<file path="config.mk">
export PLATFORM = sky130hd
export DESIGN_NAME = ctc_csr
export DESIGN_NICKNAME = d
export VERILOG_FILES = /design/src/rtl/ctc_pkg.sv /design/src/rtl/ctc_csr.sv
export SDC_FILE = /design/constraint.sdc
export NUM_CORES = 1
export LEC_CHECK = 0
export BUFFER_PORTS_ARGS = -buffer_cell sky130_fd_sc_hd__buf_2
export CORE_ASPECT_RATIO = 1.25
export CORE_MARGIN = 1
export CORE_UTILIZATION = 39
export DETAILED_ROUTE_END_ITERATION = 8
export GPL_ROUTABILITY_DRIVEN = 1
export GPL_TIMING_DRIVEN = 0
export HOLD_SLACK_MARGIN = 0.03
export PLACE_DENSITY = 0.73
export SYNTH_ARGS = -nofsm -noshare
export SYNTH_HDL_FRONTEND = slang
export SYNTH_SLANG_ARGS = --single-unit
</file>
<file path="constraint.sdc">
create_clock -name clock -period 0.8 [get_ports clock]
set_input_delay 0.04 -clock clock [delete_from_list [all_inputs] [get_ports clock]]
set_output_delay 0.04 -clock clock [all_outputs]
set_load 0.01 [all_outputs]
</file>
<file path="src/rtl/ctc_pkg.sv">
// Shared constants, codes and types of the contingency table counter.
`timescale 1ns / 1ps
`default_nettype none
package ctc_pkg;

   localparam int MAX_VARS    = 8;
   localparam int TABLE_DEPTH = 4096;
   localparam int COUNT_BITS  = 32;
   localparam int CODE_BITS   = 4;

   localparam int ADDR_BITS   = $clog2(TABLE_DEPTH);
   localparam int VAR_BITS    = (MAX_VARS > 1) ? $clog2(MAX_VARS) : 1;
   localparam int NV_BITS     = $clog2(MAX_VARS + 1);
   localparam int STRIDE_BITS = ADDR_BITS + 1;
   localparam int ARITY_BITS  = CODE_BITS + 1;
   localparam int CELL_BITS   = STRIDE_BITS + ARITY_BITS;
   localparam int FIELD_BITS  = MAX_VARS * CODE_BITS;
   localparam int MASK_BITS   = MAX_VARS;

   localparam int CMD_BITS      = 2;
   localparam int STATUS_BITS   = 2;
   localparam int INDEX_BITS    = 12;
   localparam int NUM_VARS_BITS = 4;
   localparam int CSR_DATA_BITS = 32;
   localparam int CSR_ADDR_BITS = 3;

   localparam logic [CMD_BITS-1:0] CMD_COUNT      = 2'd0;
   localparam logic [CMD_BITS-1:0] CMD_READ_CLEAR = 2'd2;

   localparam logic [STATUS_BITS-1:0] STAT_COUNTED = 2'd0;
   localparam logic [STATUS_BITS-1:0] STAT_MISSING = 2'd1;
   localparam logic [STATUS_BITS-1:0] STAT_RANGE   = 2'd2;
   localparam logic [STATUS_BITS-1:0] STAT_READ    = 2'd3;

   localparam logic REG_NUM_VARS = 1'b0;
   localparam logic REG_ARITY    = 1'b1;

   typedef enum logic [1:0] {
      ST_CLEAR,
      ST_IDLE,
      ST_CALC,
      ST_UPDATE
   } state_type;

   typedef struct packed {
      logic [NUM_VARS_BITS-1:0] num_vars;
      logic [FIELD_BITS-1:0]    arity_codes;
   } cfg_type;

endpackage
`default_nettype wire

</file>
<file path="src/rtl/ctc_csr.sv">
// Configuration registers of the contingency table counter behind the APB port.
`timescale 1ns / 1ps
`default_nettype none
module ctc_csr
   import ctc_pkg::*;
(
   input  wire logic                     clock,
   input  wire logic                     reset,
   input  wire logic                     psel,
   input  wire logic                     penable,
   input  wire logic                     pwrite,
   input  wire logic [CSR_ADDR_BITS-1:0] paddr,
   input  wire logic [CSR_DATA_BITS-1:0] pwdata,
   output logic      [CSR_DATA_BITS-1:0] prdata,
   output logic                          pready,
   output cfg_type                       cfg
);

   logic [NUM_VARS_BITS-1:0] num_vars_ff, num_vars_in;
   logic [FIELD_BITS-1:0]    arity_ff, arity_in;
   logic                     wr_en;
   logic                     reg_sel;

   assign pready  = 1'b1;
   assign reg_sel = paddr[2];
   assign wr_en   = psel & penable & pwrite;

   always_comb begin
      num_vars_in = num_vars_ff;
      arity_in    = arity_ff;
      if (wr_en) begin
         case (reg_sel)
            REG_NUM_VARS: num_vars_in = pwdata[NUM_VARS_BITS-1:0];
            REG_ARITY:    arity_in    = pwdata[FIELD_BITS-1:0];
            default:      num_vars_in = num_vars_ff;
         endcase
      end
   end

   always_comb begin
      case (reg_sel)
         REG_NUM_VARS: prdata = CSR_DATA_BITS'(num_vars_ff);
         REG_ARITY:    prdata = CSR_DATA_BITS'(arity_ff);
         default:      prdata = '0;
      endcase
   end

   always_ff @(posedge clock) begin
      if (reset) begin
         num_vars_ff <= NUM_VARS_BITS'(1);
         arity_ff    <= '0;
      end else begin
         num_vars_ff <= num_vars_in;
         arity_ff    <= arity_in;
      end
   end

   assign cfg.num_vars    = num_vars_ff;
   assign cfg.arity_codes = arity_ff;

endmodule
`default_nettype wire

</file>
# Word level (Yosys, flattened, before mapping)
# Index checks and enable logic that the tools add are counted.
totals:
  latch_bits: 0
  register_bits: 36
  mem_bits_rw: 0
  word_cells: 8
  mem_bits_ro: 0
  memories: 0
  output_inout_bits: 69
classes:
  reduce_logical: 2
  bitwise: 3
  order_cmp: 0
  div: 0
  eq_ne: 0
  n_mul: 0
  mux: 1
  shifts: 0
  add_sub_neg: 0
ops:
  columns: ["cell", "count"]
  rows:
  - ["32-bit one-hot mux with 2 select lines", 1]
  - ["2-bit AND reduction", 2]
  - ["1-bit bitwise AND", 2]
  - ["1-bit NOT", 1]

# Logic depth before layout (Yosys ltp)
# Gate-level depths: netlist (run 1).
logic_depth:
  word_depth: 3
  mapped_depth: 4
  mapped_depth_nobuf: 2

# Worst setup path after synthesis (run 1)
# No wires, ideal clock.
synth_timing:
  kind: "input -> register"
  start: "in pwrite"
  end: "reg arity_ff[0]"
  path_buffers: 2
  setup_slack_ns: 0.068
  t_arrival_ns: 0.661
  required_ns: 0.728
  path_stages: 4
  path_cell_list: "and4_1 > buf_6 > buf_12 > mux2i_1"
synth_via:
  elab_chain_len: 2
synth_lines:
  columns: ["element", "line", "rtl"]
  rows:
  - ["start, declared", "ctc_csr.sv:11", "input wire logic pwrite,"]
  - ["1-bit bitwise AND", "ctc_csr.sv:26", "assign wr_en = psel & penable & pwrite;"]
  - ["2-bit AND reduction (no source line)", null, null]
  - ["end signal, assigned", "ctc_csr.sv:54", "arity_ff <= arity_in;"]
  - ["end, declared", "ctc_csr.sv:20", "logic [FIELD_BITS-1:0] arity_ff, arity_in;"]
# Every way passes these cells.
# A chain may end at the register's enable or synchronous reset.

# Final worst setup path (run 1)
layout_timing:
  start: "reg num_vars_ff[0]"
  end: "out prdata[0]"
layout_via:
  elab_chain_len: 1
layout_lines:
  columns: ["element", "line", "rtl"]
  rows:
  - ["start, declared", "ctc_csr.sv:19", "logic [NUM_VARS_BITS-1:0] num_vars_ff, num_vars_in;"]
  - ["start signal, assigned", "ctc_csr.sv:53", "num_vars_ff <= num_vars_in;"]
  - ["32-bit one-hot mux with 2 select lines", "ctc_csr.sv:41", "case (reg_sel)"]
  - ["end, declared", "ctc_csr.sv:14", "output logic [CSR_DATA_BITS-1:0] prdata,"]
# Every way passes these cells.

==> results of run 1 <==
final timing paths:
kind	endpoint	slack (ns)	cells past startpoint
max	prdata[0]	-0.25	2
min	num_vars_ff[3]	0.04	3
max reg2reg	num_vars_ff[1]	0	4
min reg2reg	arity_ff[21]	0.48	2
cell usage after synthesis:
| master | number | area [um2] |
|---|---|---|
| nand2b_1 | 67 | 419 |
| dfxtp_1 | 36 | 721 |
| mux2i_1 | 36 | 360 |
| and2_1 | 28 | 175 |
| clkbuf_1 | 8 | 30.0 |
| mux2_2 | 4 | 45.0 |
| buf_12 | 3 | 60.1 |
| buf_2 | 2 | 10.0 |
| nor2_1 | 2 | 7.51 |
| and4_1 | 1 | 8.76 |
| buf_4 | 1 | 7.51 |
| buf_6 | 1 | 11.3 |
| conb_1 | 1 | 3.75 |
| nand4b_1 | 1 | 8.76 |
power groups by stage:
stage               clock network (mW)  logic (mW)  registers, mW
finish                            1.35       0.748           1.87
global route                      1.45       0.802           1.88
CTS                               1.37       0.640           1.86
detailed placement                   0       0.475           1.90
global placement                     0       0.470           1.90
floorplan                            0       0.253           1.91
critical path: stages, from the launching register on:
cell and delay, ns:
dfxtp_2 0.34, mux2_4 0.27, buf_6 0.12
cell type report:
cell class | count | area (um2)
repair buffers | 163 | 1440
multi-input cells | 140 | 1080
fillers | 285 | 918
flip-flops and latches | 36 | 766
plain buffers | 15 | 121
clock buffers | 6 | 82.6
well taps | 58 | 72.6
clock inverters | 2 | 10.0
flip-flops by register name, summed over array words and instances, names as in the netlist:
register and count:
arity_ff 32, num_vars_ff 4
metrics by stage:
step	instances	hold WS, ns	area (um2)
after floorplan	191	0.195	1870
after global placement	353	0.301	2460
after detailed placement	353	0.311	2460
after CTS	405	0.0351	3120
after global routing	420	0.0487	3570
final	420	0.0369	3570
repair_timing:
action | 4_1_cts | 5_1_grt
gates resized for setup | 56 | 74
buffers inserted | 13 | 18
hold endpoints to repair | 32 | 0
endpoints found under the setup margin | 68 | 69
cloned | 0 | 0
hold buffers | 31 | 0
layer usage:
layer / vias to the layer above / routed length (um)
met4: 0 / 40
met5: - / 0
met1: 898 / 2310
met2: 59 / 3370
li1: 945 / -
met3: 6 / 227
cells by family (layout without fill, tap and decap cells):
logic type,Yosys count,in the layout
simple gates,99,99
mux,40,40
buf+inv,15,186
other cells,1,1
flops,36,36
==> results.sh, run 1 <==
export IMPL_final_hold_violation_count=0
export IMPL_grt_max_degree=12
export IMPL_die_height_um=79.4
export IMPL_cts_tree="done"
export IMPL_port_buffers=104
export IMPL_first_global_vias=1821
export IMPL_finalPower_mw=3.97
export IMPL_status="finished, violations left"
export IMPL_cp_startpoint="num_vars_ff[0]"
export IMPL_path_class="reg -> out"
export IMPL_synth_area_um2=1870
export IMPL_htreeDepth=2
export IMPL_antenna_left=0
export IMPL_fmax_mhz=948
export IMPL_clock_tree_root_cell="clkbuf_8"
export IMPL_cts_sinks=36
export IMPL_violations="negative setup slack"
export IMPL_synth_cells=191
export IMPL_min_period_over_period_pct=132
export IMPL_synthAdderAreaFrac_pct=0
export IMPL_diodes=0
export IMPL_pre_cts_ws_ns=-0.203
export IMPL_cts_buffers=5
export IMPL_critPathMaxFanout=2
export IMPL_wl_per_cell_um=14.2
export IMPL_routed_via_count=1908
export IMPL_busiest_layer="met2"
export IMPL_synth_cell_type_count=14
export IMPL_regToRegStartpoint="num_vars_ff[1]"
export IMPL_fin_skew_ns=0
export IMPL_end_kind="output pin"
export IMPL_area_growth_pct=91.4
export IMPL_p_comb_share_pct=18.8
export IMPL_p_per_area_nw_per_um2=1110
export IMPL_vdd_drop_max_mv=0.868
export IMPL_grt_util_all_layers_pct=21.2
export IMPL_pwr_share_clk_pct=34.0
export IMPL_yosys_area_share_simple_pct=33.2
export IMPL_clk_latency_ns=0.29
export IMPL_cp_start_kind="flip-flop"
export IMPL_clk_pin_slew_ns=0.07
export IMPL_place_congestion=0.700
export IMPL_met1_usage_pct=22.3
export IMPL_initial_core_util_pct=41.6
export IMPL_grt_util_met3_pct=5.71
export IMPL_fin_nets=401
export IMPL_fin_util_pct=79.6
export IMPL_synthMuxAreaShare_pct=21.7
export IMPL_grtUsageMet2_pct=40.9
export IMPL_setup_ws_ns=-0.254
export IMPL_hp_start="pwdata[3]"
export IMPL_syn_nets=231
export IMPL_io_pins=109
export IMPL_arrival_ns=1.01
export IMPL_drive_gt1_share_pct=57.2
export IMPL_die_area_um2=5070
export IMPL_final_common_cell="buf_6"
export IMPL_drt_iter0_drc=50
export IMPL_setup_viol_count_final=49
export IMPL_fin_crit_ns=1.05
export IMPL_p_leak_nw=1.64
export IMPL_dp_hpwl_um=3200
export IMPL_p_sw_share_pct=24.5
export IMPL_wirelength_um=5950
export IMPL_synth_top_family_by_area="simple AND/OR/NAND/NOR gates"
export IMPL_layout_common_cells="70 x buf_6, 66 x nand2b_1, 50 x buf_2"
export IMPL_vias_per_cell=4.54
export IMPL_seqPwrFrac_pct=47.2
export IMPL_tns_ns=-5.65
export IMPL_ys_warnings_count=0
export IMPL_report_final_slew_viol_count=0
export IMPL_grt_overflow_total=0
export IMPL_p_int_mw=3.00
export IMPL_antenna_found_initial=0
export IMPL_rows=27
export IMPL_cts_path_max_buffers=2
export IMPL_coreArea_um2=4490
export IMPL_synth_seq_cells=36
export IMPL_required_ns=0.76
export IMPL_synth_compound_area_share_pct=0
export IMPL_dr_pass1_iters=4
export IMPL_die_x_um=63.9
export IMPL_grt_pass1_wl_um=8310
export IMPL_route_detailed_drc=0
export IMPL_synth_xor_area_share_pct=0
export IMPL_ys_seq_area_share_pct=38.6
export IMPL_syn_avg_cell_area_um2=9.78
export IMPL_rsz0062_at_grt="yes"
export IMPL_hold_path_class="in -> reg"
export IMPL_switchingPower_mw=0.974
export IMPL_cap_viol_max_count=0
Power figures use the tool's default switching activity.
==> run 2, diff against run 1 <==
--- a/config.mk
+++ b/config.mk
@@ -5,6 +5,7 @@
 export SDC_FILE = /design/constraint.sdc
 export NUM_CORES = 1
 export LEC_CHECK = 0
+export ABC_AREA = 1
 export BUFFER_PORTS_ARGS = -buffer_cell sky130_fd_sc_hd__buf_2
 export CORE_ASPECT_RATIO = 1.25
 export CORE_MARGIN = 1
==> run 2 against run 1 <==
The run still ends with negative setup slack left. Total power is 0.33% higher. Area after synthesis decreased by 0.67%. First-iteration DRC count up 98%. Combinational power decreased by 3.3%. Global-route usage shrank 1.7 points.
==> results.sh, run 2 <==
export IMPL_htreeDepth=2
export IMPL_syn_nets=345
export IMPL_report_final_slew_viol_count=0
export IMPL_reg_top3="arity_ff (32), num_vars_ff (4)"
export IMPL_yosysTopAreaCellShare_pct=38.8
export IMPL_p_sw_share_pct=26.9
export IMPL_antenna_left=0
export IMPL_initial_core_util_pct=41.3
export IMPL_final_fill_count=440
export IMPL_cts_buffers=5
export IMPL_area_growth_pct=57.5
export IMPL_required_ns=0.76
export IMPL_grt_util_all_layers_pct=19.5
export IMPL_setup_viol_count_final=38
export IMPL_place_congestion=0.766
export IMPL_final_common_cell="nand2_1"
export IMPL_wirelength_um=4940
export IMPL_die_height_um=79.1
export IMPL_synth_cell_type_count=15
export IMPL_cts_path_max_buffers=2
export IMPL_min_period_over_period_pct=115
export IMPL_drt_iter0_drc=99
export IMPL_drive_gt1_share_pct=42.4
export IMPL_final_hold_violation_count=0
export IMPL_grt_pass1_wl_um=7690
export IMPL_top_register="arity_ff"
export IMPL_antenna_found_initial=0
export IMPL_seqPwrFrac_pct=48.4
export IMPL_wl_per_cell_um=10.2
export IMPL_synth_seq_cells=36
export IMPL_dp_hpwl_um=3410
export IMPL_tns_ns=-3.09
export IMPL_vias_per_cell=4.37
export IMPL_port_buffers=105
export IMPL_rows=27
export IMPL_cts_tree="done"
export IMPL_status="finished, violations left"
export IMPL_p_leak_nw=1.77
export IMPL_p_int_mw=2.91
export IMPL_rsz0062_at_grt="yes"
export IMPL_route_detailed_drc=0
export IMPL_io_pins=109
export IMPL_pwr_share_clk_pct=33.5
export IMPL_p_comb_share_pct=18.1
export IMPL_arrival_ns=0.88
export IMPL_finalPower_mw=3.98
export IMPL_cp_start_kind="flip-flop"
export IMPL_syn_avg_cell_area_um2=6.08
export IMPL_fin_crit_ns=0.920
export IMPL_layout_common_cells="73 x nand2_1, 71 x nor2_1, 67 x buf_2"
export IMPL_p_per_area_nw_per_um2=1360
export IMPL_grt_max_degree=12
export IMPL_grt_overflow_total=0
export IMPL_clk_latency_ns=0.28
export IMPL_clock_tree_root_cell="clkbuf_8"
export IMPL_routed_via_count=2109
export IMPL_ys_async_sr_fraction_pct=0
export IMPL_path_class="reg -> out"
export IMPL_coreArea_um2=4490
export IMPL_first_global_vias=1667
export IMPL_synth_top_flop_cell="dfxtp_1"
export IMPL_cts_sinks=36
export IMPL_synth_area_um2=1860
export IMPL_dr_pass1_iters=4
export IMPL_critPathMaxFanout=3
export IMPL_switchingPower_mw=1.07
export IMPL_ys_top_cells_by_area="dfxtp_1 39%, nand2_1 16%, nor2_1 14%, inv_1 12%, nand3_1 9.7%"
export IMPL_fmax_mhz=1090
export IMPL_synth_cells=305
export IMPL_vdd_drop_max_mv=0.892
export IMPL_cap_viol_max_count=0
export IMPL_synth_most_common_cell="nand2_1"
export IMPL_violations="negative setup slack"
export IMPL_end_kind="output pin"
export IMPL_synth_edf_count=0
export IMPL_die_x_um=63.7
export IMPL_clk_pin_slew_ns=0.07
export IMPL_diodes=0
export IMPL_yosys_top_cells_count="77 x nand2_1, 71 x nor2_1, 60 x inv_1"
export IMPL_hold_path_class="in -> reg"
export IMPL_ys_seq_area_share_pct=38.8
export IMPL_largest_register_ffs=32
export IMPL_die_area_um2=5040
export IMPL_ys_warnings_count=0
export IMPL_fin_skew_ns=0
export IMPL_setup_ws_ns=-0.120
export IMPL_fin_nets=464
export IMPL_synth_top_area_cell="dfxtp_1"
[run 2: power groups by stage]
stage          clock, mW  sequential (mW)  combinational [mW]
3_5_place_dp           0             1.94               0.617
3_3_place_gp           0             1.94               0.613
2_1_floorplan          0             1.97               0.334
5_1_grt             1.48             1.93               0.807
6_report            1.33             1.93               0.723
4_1_cts             1.37             1.92               0.648
[run 2: per-stage QoR]
step	instance area [um2]	cells	hold slack [ns]	worst slack (ns)	util, %
2_1_floorplan	1860	305	0.166	0.108	-
3_3_place_gp	2450	468	0.277	-0.169	54.6
3_5_place_dp	2450	468	0.294	-0.145	54.6
4_1_cts	2680	477	0.0439	-0.112	59.6
5_1_grt	2920	483	0.0547	-0.170	65.1
6_report	2920	483	0.0482	-0.120	65.1
[run 2: routing by layer]
metal	global-route usage, %	share of wire (%)
met1	22.5	41
met2	34.3	53
met3	4.31	4.6
met4	7.95	1.8
met5	0	0
[run 2: cell families (layout without fill, tap and decap cells)]
logic type      count (synthesis)  after routing  synth area share (%)
flops                          36             36                  38.8
simple gates                  187            187                  41.4
buf+inv                        80            200                  19.3
other cells                     1              1                 0.202
compound gates                  1              1                 0.269
[run 2: final timing paths]
check,startpoint,endpoint,slack (ns),cells past startpoint
max,num_vars_ff[3],prdata[3],-0.12,3
min reg2reg,num_vars_ff[0],num_vars_ff[0],0.50,2
min,reset,arity_ff[31],0.05,4
max reg2reg,num_vars_ff[0],num_vars_ff[0],0.19,2
[run 2: cell type report]
cell class	instances	area (um2)	share of cell area [%]
flip-flops and latches	36	766	26.2
well taps	58	72.6	2.48
inverters	63	236	8.09
repair buffers	112	837	28.6
clock buffers	6	82.6	2.83
multi-input cells	189	787	26.9
clock inverters	2	10.0	0.342
plain buffers	17	131	4.49
[run 2: what timing repair did]
action / CTS / global route
setup endpoints to repair: 68 / 68
endpoints found under the hold margin: 1 / 0
pin swaps: 2 / 1
hold buffers: 1 / 0
resized for setup: 50 / 40
buffers inserted: 0 / 6
[run 2: worst max-delay path: stages (launching register included)]
cell	delay [ns]
dfxtp_2	0.36
nand2_1	0.06
nand2_1	0.06
buf_2	0.12
